<file path="src/design/lfw_pkg.sv">
// Shared types, widths and codes for the link timeout and fall watchdog.
package lfw_pkg;

    localparam int ELAPSED_W  = 16;
    localparam int TMO_W      = 16;
    localparam int AGE_W      = 16;
    localparam int MAX_AGE_W  = 15;
    localparam int THR_W      = 15;
    localparam int ACCEL_W    = 16;
    localparam int SQ_W       = 2 * ACCEL_W;
    localparam int THR_SQ_W   = 2 * THR_W;
    localparam int SUM_W      = SQ_W + 2;
    localparam int CMP_W      = (ELAPSED_W > TMO_W) ? ELAPSED_W : TMO_W;
    localparam int CMD_W      = 3;
    localparam int CFG_IDX_W  = 3;
    localparam int CFG_DATA_W = 16;

    localparam logic [ELAPSED_W-1:0] ELAPSED_MAX = {ELAPSED_W{1'b1}};

    localparam logic [MAX_AGE_W-1:0] RST_MAX_AGE  = MAX_AGE_W'(20);
    localparam logic [TMO_W-1:0]     RST_CMD_TMO  = TMO_W'(50);
    localparam logic [TMO_W-1:0]     RST_HB_TMO   = TMO_W'(500);
    localparam logic [THR_W-1:0]     RST_FALL_THR = THR_W'(7526);

    localparam logic MODE_SAFE      = 1'b0;
    localparam logic MODE_EMERGENCY = 1'b1;

    typedef enum logic [CMD_W-1:0] {
        CMD_TICK      = 3'd0,
        CMD_FRAME     = 3'd1,
        CMD_DRY_RUN   = 3'd2,
        CMD_HEARTBEAT = 3'd3,
        CMD_IMU       = 3'd4,
        CMD_CHECK     = 3'd5
    } t_cmd;

    typedef enum logic [CFG_IDX_W-1:0] {
        REG_MAX_AGE  = 3'd0,
        REG_CMD_TMO  = 3'd1,
        REG_HB_TMO   = 3'd2,
        REG_FALL_THR = 3'd3
    } t_reg_idx;

    typedef enum logic [1:0] {
        REASON_DRY_RUN     = 2'd0,
        REASON_CMD_TIMEOUT = 2'd1,
        REASON_HB_TIMEOUT  = 2'd2,
        REASON_FALL        = 2'd3
    } t_reason;

    typedef struct packed {
        logic [MAX_AGE_W-1:0] max_age;
        logic [TMO_W-1:0]     cmd_tmo;
        logic [TMO_W-1:0]     hb_tmo;
        logic [THR_W-1:0]     fall_thr;
    } t_cfg;

    typedef struct packed {
        logic    hit;
        t_reason reason;
    } t_check;

endpackage

</file>
<file path="src/design/lfw_cfg.sv">
// Configuration register file of the watchdog.
module lfw_cfg
    import lfw_pkg::*;
(
    input  logic                  i_clk,
    input  logic                  i_rst_n,
    input  logic                  i_wr_en,
    input  logic [CFG_IDX_W-1:0]  i_index,
    input  logic [CFG_DATA_W-1:0] i_data,
    output t_cfg                  o_cfg
);

    t_cfg r_cfg;

    always_ff @(posedge i_clk) begin
        if (!i_rst_n) begin
            r_cfg.max_age  <= RST_MAX_AGE;
            r_cfg.cmd_tmo  <= RST_CMD_TMO;
            r_cfg.hb_tmo   <= RST_HB_TMO;
            r_cfg.fall_thr <= RST_FALL_THR;
        end else if (i_wr_en) begin
            unique case (t_reg_idx'(i_index))
                REG_MAX_AGE:  r_cfg.max_age  <= i_data[MAX_AGE_W-1:0];
                REG_CMD_TMO:  r_cfg.cmd_tmo  <= i_data[TMO_W-1:0];
                REG_HB_TMO:   r_cfg.hb_tmo   <= i_data[TMO_W-1:0];
                REG_FALL_THR: r_cfg.fall_thr <= i_data[THR_W-1:0];
                default: ;
            endcase
        end
    end

    assign o_cfg = r_cfg;

endmodule

</file>
<file path="src/design/lfw_monitor.sv">
// Elapsed-time counters, dry-run flag and the safety check decision.
module lfw_monitor
    import lfw_pkg::*;
(
    input  logic                    i_clk,
    input  logic                    i_rst_n,
    input  logic                    i_en,
    input  logic [CMD_W-1:0]        i_cmd,
    input  logic signed [AGE_W-1:0] i_age,
    input  t_cfg                    i_cfg,
    output t_check                  o_check
);

    logic [ELAPSED_W-1:0] r_cmd_elapsed, n_cmd_elapsed;
    logic [ELAPSED_W-1:0] r_hb_elapsed,  n_hb_elapsed;
    logic                 r_dry_seen,    n_dry_seen;
    logic                 fresh;

    // Negative ages count as fresh, hence the signed compare.
    assign fresh = i_age <= $signed({1'b0, i_cfg.max_age});

    always_comb begin
        n_cmd_elapsed = r_cmd_elapsed;
        n_hb_elapsed  = r_hb_elapsed;
        n_dry_seen    = r_dry_seen;
        case (t_cmd'(i_cmd))
            CMD_TICK: begin
                if (r_cmd_elapsed != ELAPSED_MAX) n_cmd_elapsed = r_cmd_elapsed + 1'b1;
                if (r_hb_elapsed != ELAPSED_MAX)  n_hb_elapsed  = r_hb_elapsed + 1'b1;
            end
            CMD_FRAME:     if (fresh) n_cmd_elapsed = '0;
            CMD_DRY_RUN:   if (fresh) n_dry_seen = 1'b1;
            CMD_HEARTBEAT: n_hb_elapsed = '0;
            default: ;
        endcase
    end

    always_ff @(posedge i_clk) begin
        if (!i_rst_n) begin
            r_cmd_elapsed <= '0;
            r_hb_elapsed  <= '0;
            r_dry_seen    <= 1'b0;
        end else if (i_en) begin
            r_cmd_elapsed <= n_cmd_elapsed;
            r_hb_elapsed  <= n_hb_elapsed;
            r_dry_seen    <= n_dry_seen;
        end
    end

    // First failing reason wins.
    always_comb begin
        o_check.hit    = 1'b0;
        o_check.reason = REASON_DRY_RUN;
        if (t_cmd'(i_cmd) == CMD_CHECK) begin
            if (!r_dry_seen) begin
                o_check.hit = 1'b1;
            end else if (CMP_W'(r_cmd_elapsed) > CMP_W'(i_cfg.cmd_tmo)) begin
                o_check.hit    = 1'b1;
                o_check.reason = REASON_CMD_TIMEOUT;
            end else if (CMP_W'(r_hb_elapsed) > CMP_W'(i_cfg.hb_tmo)) begin
                o_check.hit    = 1'b1;
                o_check.reason = REASON_HB_TIMEOUT;
            end
        end
    end

endmodule

</file>
<file path="src/design/lfw_fall.sv">
// Fall detector: registered squares, then sum and compare against threshold squared.
module lfw_fall
    import lfw_pkg::*;
(
    input  logic                      i_clk,
    input  logic                      i_load,
    input  logic signed [ACCEL_W-1:0] i_ax,
    input  logic signed [ACCEL_W-1:0] i_ay,
    input  logic signed [ACCEL_W-1:0] i_az,
    input  logic [THR_W-1:0]          i_thr,
    output logic                      o_fall
);

    logic signed [SQ_W-1:0] prod_x, prod_y, prod_z;
    logic [SQ_W-1:0]        r_sq_x, r_sq_y, r_sq_z;
    logic [THR_SQ_W-1:0]    r_thr_sq;
    logic [SUM_W-1:0]       mag_sq;

    // Squares are never negative, so the signed products read as unsigned.
    assign prod_x = i_ax * i_ax;
    assign prod_y = i_ay * i_ay;
    assign prod_z = i_az * i_az;

    always_ff @(posedge i_clk) begin
        if (i_load) begin
            r_sq_x   <= prod_x;
            r_sq_y   <= prod_y;
            r_sq_z   <= prod_z;
            r_thr_sq <= i_thr * i_thr;
        end
    end

    assign mag_sq = SUM_W'(r_sq_x) + SUM_W'(r_sq_y) + SUM_W'(r_sq_z);
    assign o_fall = mag_sq > SUM_W'(r_thr_sq);

endmodule

</file>
<file path="src/design/link_timeout_and_fall_watchdog.sv">
// Link timeout and fall watchdog top level.
//
// Input channel (i_in_valid / o_in_ready) carries one event per transfer:
// a 1 ms tick, a command frame, a dry-run frame, a heartbeat, an IMU sample
// or a safety check. Output channel (o_out_valid / i_out_ready) carries a
// forced mode and reason; only a fall or a failing check produces a transfer.
// Configuration channel (i_cfg_valid / o_cfg_ready) is always ready and
// writes one of four limits by index; unknown indexes are dropped.
//
// Three register stages: input register, square/decision register, result
// register. An event passes through them in that order, and a new event
// is taken every cycle while the pipeline is not stalled.
// When the receiver stalls, the result is held and the stages behind it
// fill; o_in_ready drops only once all three are occupied.
// Reset clears the counters, the dry-run flag and all stage valids, and
// reloads the limits with their default values.
module link_timeout_and_fall_watchdog
    import lfw_pkg::*;
(
    input  logic                      i_clk,
    input  logic                      i_rst_n,
    input  logic                      i_in_valid,
    output logic                      o_in_ready,
    input  logic [CMD_W-1:0]          i_command,
    input  logic signed [AGE_W-1:0]   i_frame_age_ms,
    input  logic signed [ACCEL_W-1:0] i_accel_x,
    input  logic signed [ACCEL_W-1:0] i_accel_y,
    input  logic signed [ACCEL_W-1:0] i_accel_z,
    output logic                      o_out_valid,
    input  logic                      i_out_ready,
    output logic                      o_mode,
    output logic [1:0]                o_reason,
    input  logic                      i_cfg_valid,
    output logic                      o_cfg_ready,
    input  logic [CFG_IDX_W-1:0]      i_cfg_index,
    input  logic [CFG_DATA_W-1:0]     i_cfg_data
);

    t_cfg   cfg;
    t_check check;
    logic   fall;
    logic   s1_free, s2_free, s3_free;

    logic                      r_s1_valid;
    logic [CMD_W-1:0]          r_s1_cmd;
    logic signed [AGE_W-1:0]   r_s1_age;
    logic signed [ACCEL_W-1:0] r_s1_ax, r_s1_ay, r_s1_az;

    logic   r_s2_valid;
    logic   r_s2_imu;
    t_check r_s2_check;

    logic    r_out_valid;
    logic    r_out_mode;
    t_reason r_out_reason;

    assign s3_free    = !r_out_valid || i_out_ready;
    assign s2_free    = !r_s2_valid || s3_free;
    assign s1_free    = !r_s1_valid || s2_free;
    assign o_in_ready = s1_free;
    assign o_cfg_ready = 1'b1;

    lfw_cfg u_cfg (
        .i_clk   (i_clk),
        .i_rst_n (i_rst_n),
        .i_wr_en (i_cfg_valid),
        .i_index (i_cfg_index),
        .i_data  (i_cfg_data),
        .o_cfg   (cfg)
    );

    lfw_monitor u_monitor (
        .i_clk   (i_clk),
        .i_rst_n (i_rst_n),
        .i_en    (r_s1_valid && s2_free),
        .i_cmd   (r_s1_cmd),
        .i_age   (r_s1_age),
        .i_cfg   (cfg),
        .o_check (check)
    );

    lfw_fall u_fall (
        .i_clk  (i_clk),
        .i_load (s2_free),
        .i_ax   (r_s1_ax),
        .i_ay   (r_s1_ay),
        .i_az   (r_s1_az),
        .i_thr  (cfg.fall_thr),
        .o_fall (fall)
    );

    // Input register.
    always_ff @(posedge i_clk) begin
        if (!i_rst_n) begin
            r_s1_valid <= 1'b0;
        end else if (s1_free) begin
            r_s1_valid <= i_in_valid;
        end
    end

    always_ff @(posedge i_clk) begin
        if (s1_free && i_in_valid) begin
            r_s1_cmd <= i_command;
            r_s1_age <= i_frame_age_ms;
            r_s1_ax  <= i_accel_x;
            r_s1_ay  <= i_accel_y;
            r_s1_az  <= i_accel_z;
        end
    end

    // Decision stage.
    always_ff @(posedge i_clk) begin
        if (!i_rst_n) begin
            r_s2_valid <= 1'b0;
        end else if (s2_free) begin
            r_s2_valid <= r_s1_valid;
        end
    end

    always_ff @(posedge i_clk) begin
        if (s2_free) begin
            r_s2_imu   <= t_cmd'(r_s1_cmd) == CMD_IMU;
            r_s2_check <= check;
        end
    end

    // Result register; events without a result leave it empty.
    always_ff @(posedge i_clk) begin
        if (!i_rst_n) begin
            r_out_valid <= 1'b0;
        end else if (s3_free) begin
            r_out_valid <= r_s2_valid && (r_s2_check.hit || (r_s2_imu && fall));
        end
    end

    always_ff @(posedge i_clk) begin
        if (s3_free && r_s2_valid) begin
            if (r_s2_check.hit) begin
                r_out_mode   <= MODE_SAFE;
                r_out_reason <= r_s2_check.reason;
            end else begin
                r_out_mode   <= MODE_EMERGENCY;
                r_out_reason <= REASON_FALL;
            end
        end
    end

    assign o_out_valid = r_out_valid;
    assign o_mode      = r_out_mode;
    assign o_reason    = r_out_reason;

endmodule

</file>
<file path="config.mk">
export PLATFORM = sky130hd
export DESIGN_NAME = link_timeout_and_fall_watchdog
export DESIGN_NICKNAME = d
export VERILOG_FILES = /design/src/design/lfw_pkg.sv /design/src/design/lfw_cfg.sv /design/src/design/lfw_monitor.sv /design/src/design/lfw_fall.sv /design/src/design/link_timeout_and_fall_watchdog.sv
export SDC_FILE = /design/constraint.sdc
export NUM_CORES = 2
export LEC_CHECK = 0
export BUFFER_PORTS_ARGS = -buffer_cell sky130_fd_sc_hd__buf_2
export CORE_MARGIN = 2
export CORE_UTILIZATION = 30
export CTS_BUF_LIST = sky130_fd_sc_hd__clkbuf_16
export DETAILED_ROUTE_END_ITERATION = 16
export SLEW_MARGIN = 15
export SYNTH_ARGS = -nofsm -noshare
export SYNTH_HDL_FRONTEND = slang
export SYNTH_HIERARCHICAL = 1
export SYNTH_SLANG_ARGS = --single-unit
</file>
<file path="constraint.sdc">
create_clock -name i_clk -period 6.75 [get_ports i_clk]
set_clock_uncertainty 0.2 [all_clocks]
set_input_delay 1.0125 -clock i_clk [delete_from_list [all_inputs] [get_ports i_clk]]
set_output_delay 1.0125 -clock i_clk [all_outputs]
set_load 0.01 [all_outputs]
</file>
==> impl_metrics.prom <==
# TYPE chip_impl_metric gauge
chip_impl_info{name="synth-main-ff-cell",value="edfxtp_1"} 1
chip_impl_metric{name="worstMarginPinSlew",unit="ns"} 1.07
chip_impl_metric{name="die_y",unit="um"} 400
chip_impl_metric{name="postSynthRegisterBits",unit=""} 294
chip_impl_info{name="cpMostUsedCell",value="fa_1"} 1
chip_impl_metric{name="final-setup-viol-count",unit=""} 0
chip_impl_metric{name="fillCellCount",unit=""} 15948
chip_impl_info{name="mostFrequentLayoutCell",value="inv_1"} 1
chip_impl_metric{name="yosys.cell_types.count",unit=""} 91
chip_impl_metric{name="pin_count_of_the_biggest_net_entering_global_routing",unit=""} 84
chip_impl_info{name="critical_path.cell_chain",value="buf_4 -> nand2_1 -> fa_1 -> fa_1 -> fa_1 -> inv_1 -> fa_1 -> fa_1 -> inv_1 -> fa_1 -> inv_1 -> ha_1 -> and3_1 -> nor2b_1 -> or4_1 -> a21oi_2 -> o31ai_4 -> a211o_1 -> a31o_2 -> a21oi_2 -> xnor2_1"} 1
chip_impl_metric{name="route.detailed.vias_per_inst",unit=""} 4.49
chip_impl_info{name="worst_setup_path_start_kind",value="register"} 1
chip_impl_metric{name="dr.pass1.iters",unit=""} 5
chip_impl_metric{name="num_io_pins",unit=""} 97
chip_impl_metric{name="post_synth.cell_area_avg",unit="um2"} 9.83
chip_impl_metric{name="area.sequential",unit="um2"} 7850
chip_impl_metric{name="worstSkewPairLatency",unit="ns"} 0.61
chip_impl_info{name="timing.setup.critical_path_class",value="register to register"} 1
chip_impl_metric{name="wire_per_inst",unit="um"} 15.1
chip_impl_metric{name="die_width",unit="um"} 400
chip_impl_metric{name="antenna_violating_nets_post_route",unit=""} 0
chip_impl_metric{name="grt_pass1_wl",unit="um"} 178000
chip_impl_metric{name="clock.fmax",unit="GHz"} 0.153
chip_impl_metric{name="final_cell_count_no_fill",unit=""} 7090
chip_impl_metric{name="drt_iter0_markers",unit=""} 1436
chip_impl_info{name="synth.largest_area_cell",value="fa_1"} 1
chip_impl_metric{name="grt.overflow.total",unit=""} 0
chip_impl_metric{name="port_bufs",unit=""} 95
chip_impl_metric{name="tns",unit="ns"} 0
chip_impl_metric{name="cap_viol_max_count",unit=""} 0
chip_impl_metric{name="worstPathMaxFanout",unit=""} 4
chip_impl_metric{name="yosysSeqAreaShare",unit=""} 0.167
chip_impl_metric{name="report.final.hold_viol_count",unit=""} 0
chip_impl_metric{name="groute.usage.overall",unit=""} 0.138
chip_impl_metric{name="dp.final_hpwl",unit="um"} 90600
chip_impl_info{name="status",value="complete, no violations"} 1
chip_impl_metric{name="clock_tree.htree_level_count",unit=""} 2
chip_impl_metric{name="antenna_found_initial",unit=""} 4
chip_impl_info{name="netlist_top_cells_area",value="fa_1 (37%), ha_1 (13%), edfxtp_1 (12%), inv_1 (10%), dfxtp_1 (4.2%)"} 1
chip_impl_metric{name="synthToLayoutAreaGrowth",unit="%"} 11.3
chip_impl_metric{name="final_net_count",unit=""} 6435
chip_impl_metric{name="maxSlewHeadroom",unit=""} 0.290
chip_impl_metric{name="cts_sinks",unit=""} 294
chip_impl_info{name="worst_min_path_class",value="register to register"} 1
chip_impl_metric{name="finalMaxSlewViolations",unit=""} 0
chip_impl_metric{name="design.core.area",unit="um2"} 156000
chip_impl_metric{name="dieArea",unit="um2"} 160000
chip_impl_metric{name="deepest_clock_path_buffer_count",unit=""} 3
chip_impl_metric{name="last_weighted_congestion_value_of_the_routability_driven_placer",unit=""} 0.880
chip_impl_metric{name="route.detailed.drc",unit=""} 0
chip_impl_metric{name="syn_warnings",unit=""} 6
chip_impl_metric{name="cts_inserted_buffers",unit=""} 38
chip_impl_metric{name="finalCritPeriodShare",unit=""} 0.965
chip_impl_metric{name="final_period_minus_worst_setup_slack",unit="ns"} 6.52
chip_impl_metric{name="post-place-cells",unit=""} 6982
chip_impl_metric{name="drive_gt1_frac",unit=""} 0.0859
chip_impl_info{name="critical_path_s_slowest_cell",value="fa_1"} 1
chip_impl_metric{name="number_of_global_route_vias_before_repair",unit=""} 34642
chip_impl_metric{name="std_cell_rows",unit=""} 145
chip_impl_metric{name="netlist_area",unit="um2"} 47100
chip_impl_metric{name="ys_async_sr_fraction",unit=""} 0
chip_impl_metric{name="multi_input_comb_area",unit="um2"} 34200
chip_impl_metric{name="worst-path-buf-inv",unit=""} 4
chip_impl_metric{name="worstPathRequired",unit="ns"} 6.87
chip_impl_metric{name="synth_edf_count",unit=""} 196
chip_impl_metric{name="initial_core_util",unit=""} 0.302
chip_impl_metric{name="critPathArrivalTime",unit="ns"} 6.64
chip_impl_metric{name="yosysTopAreaCellShare",unit=""} 0.370
chip_impl_metric{name="via_count",unit=""} 31807
chip_impl_info{name="layout.cells.most_common_list",value="inv_1 (1257), fa_1 (869), ha_1 (468)"} 1
chip_impl_info{name="endpoint_kind",value="register"} 1
chip_impl_metric{name="drt-total-wl",unit="um"} 107000
chip_impl_metric{name="clkSlewWorstSetupHoldPaths",unit="ns"} 0.06
chip_impl_info{name="critical_path.top_delay_family",value="adder cells"} 1
chip_impl_metric{name="cts.hold.buffers_added",unit=""} 0
chip_impl_metric{name="syn_inst",unit=""} 4793
chip_impl_info{name="cts_tree",value="done"} 1
chip_impl_metric{name="critical_path.max_stage_delay",unit="ns"} 0.57
chip_impl_info{name="clock_tree.root_cell",value="clkbuf_16"} 1
[worst register-to-register path, cell delays in order (launching register included)]
cell and delay, ns:
edfxtp_1 0.46, buf_4 0.17, nand2_1 0.08, fa_1 0.51, fa_1 0.46, fa_1 0.57, inv_1 0.06, fa_1 0.49
fa_1 0.50, inv_1 0.05, fa_1 0.48, inv_1 0.05, ha_1 0.32, and3_1 0.21, nor2b_1 0.15, or4_1 0.42
a21oi_2 0.20, o31ai_4 0.12, a211o_1 0.29, a31o_2 0.24, a21oi_2 0.14, xnor2_1 0.08
[kinds of logic (layout without fill, tap and decap cells)]
family / count (synthesis) / count (layout) / share of synthesized area
compound gates: 474 / 474 / 0.0688
xor+xnor: 207 / 207 / 0.0385
other cells: 3 / 5 / 0.000239
mux: 69 / 69 / 0.0147
flops: 294 / 294 / 0.167
buf+inv: 1365 / 1602 / 0.110
fa+ha+maj: 1341 / 1341 / 0.495
simple gates: 1040 / 1040 / 0.106
[cell type report]
cell class | count | share of cell area
Multi-Input combinational cell | 3135 | 0.652
Tap cell | 2058 | 0.0491
Clock inverter | 30 | 0.00482
Inverter | 1252 | 0.0896
Timing Repair Buffer | 282 | 0.0366
Antenna cell | 1 | 0.0000477
Clock buffer | 38 | 0.0181
Sequential cell | 294 | 0.150
[synth_stat cells (5+ instances only)]
cell type,number
o21bai_1,20
nand4_1,24
nor3_1,30
and3_1,26
o21a_1,22
dfxtp_1,98
edfxtp_1,196
nor3b_1,5
ha_1,471
xor2_1,61
a211oi_1,9
mux2i_1,68
xnor2_1,146
a21oi_1,136
nand2b_1,25
nor2b_1,57
o22ai_1,6
nand2_1,431
a31oi_1,29
o21ai_0,66
fa_1,870
a31o_2,21
and4_1,7
inv_1,1250
buf_6,5
nand3_1,41
a211o_1,6
and2_1,155
buf_2,7
o211ai_1,6
nand3b_1,5
clkbuf_1,95
o31ai_1,7
nor2_1,183
or3_1,10
nand4b_1,5
or2_2,16
a21o_1,85
[routing by layer]
metal	share of wire	up-vias	GRT usage
met3	0.043	130	0.0168
met5	0.000093	-	0
met1	0.44	15981	0.181
li1	-	15152	-
met2	0.49	542	0.238
met4	0.025	2	0.0363
[final timing paths]
| path | startpoint | end | slack, ns | cells after the start |
|---|---|---|---|---|
| min reg2reg | u_cfg/o_cfg[50] | u_cfg/o_cfg[50] | 0.26 | 2 |
| max | r_s1_ay[9] | u_fall/r_sq_y[31] | 0.23 | 21 |
| max reg2reg | r_s1_ay[9] | u_fall/r_sq_y[31] | 0.23 | 21 |
| min | u_cfg/o_cfg[50] | u_cfg/o_cfg[50] | 0.26 | 2 |
[repair_timing]
action | in CTS | in global routing
setup endpoints to repair | 0 | 20
setup buffers | 0 | 39
gates resized for setup | 0 | 33
[metrics by stage]
stage | cell area, um2 | worst slack, ns | hold WS [ns] | util
2_1_floorplan | 47100 | 0.0687 | 0.235 | -
3_3_place_gp | 50800 | 0.130 | 0.244 | 0.326
3_5_place_dp | 50800 | 0.112 | 0.247 | 0.326
4_1_cts | 52000 | 0.0650 | 0.261 | 0.333
5_1_grt | 52400 | -0.0309 | 0.275 | 0.336
6_report | 52400 | 0.235 | 0.259 | 0.336
[sequential cells by signal, indices dropped and copies added (netlist names), 2 cells and up]
name / flops
u_cfg/o_cfg: 62
u_fall/r_sq_x: 31
u_fall/r_sq_y: 31
u_fall/r_sq_z: 31
u_fall/r_thr_sq: 29
r_s1_age: 16
r_s1_ax: 16
r_s1_ay: 16
r_s1_az: 16
u_monitor/r_cmd_elapsed: 16
u_monitor/r_hb_elapsed: 16
r_s1_cmd: 3
r_s2_check: 3
o_reason: 2
Power is not shown: default switching activity piles up to over one toggle a cycle in this logic, so the estimate is an artifact.
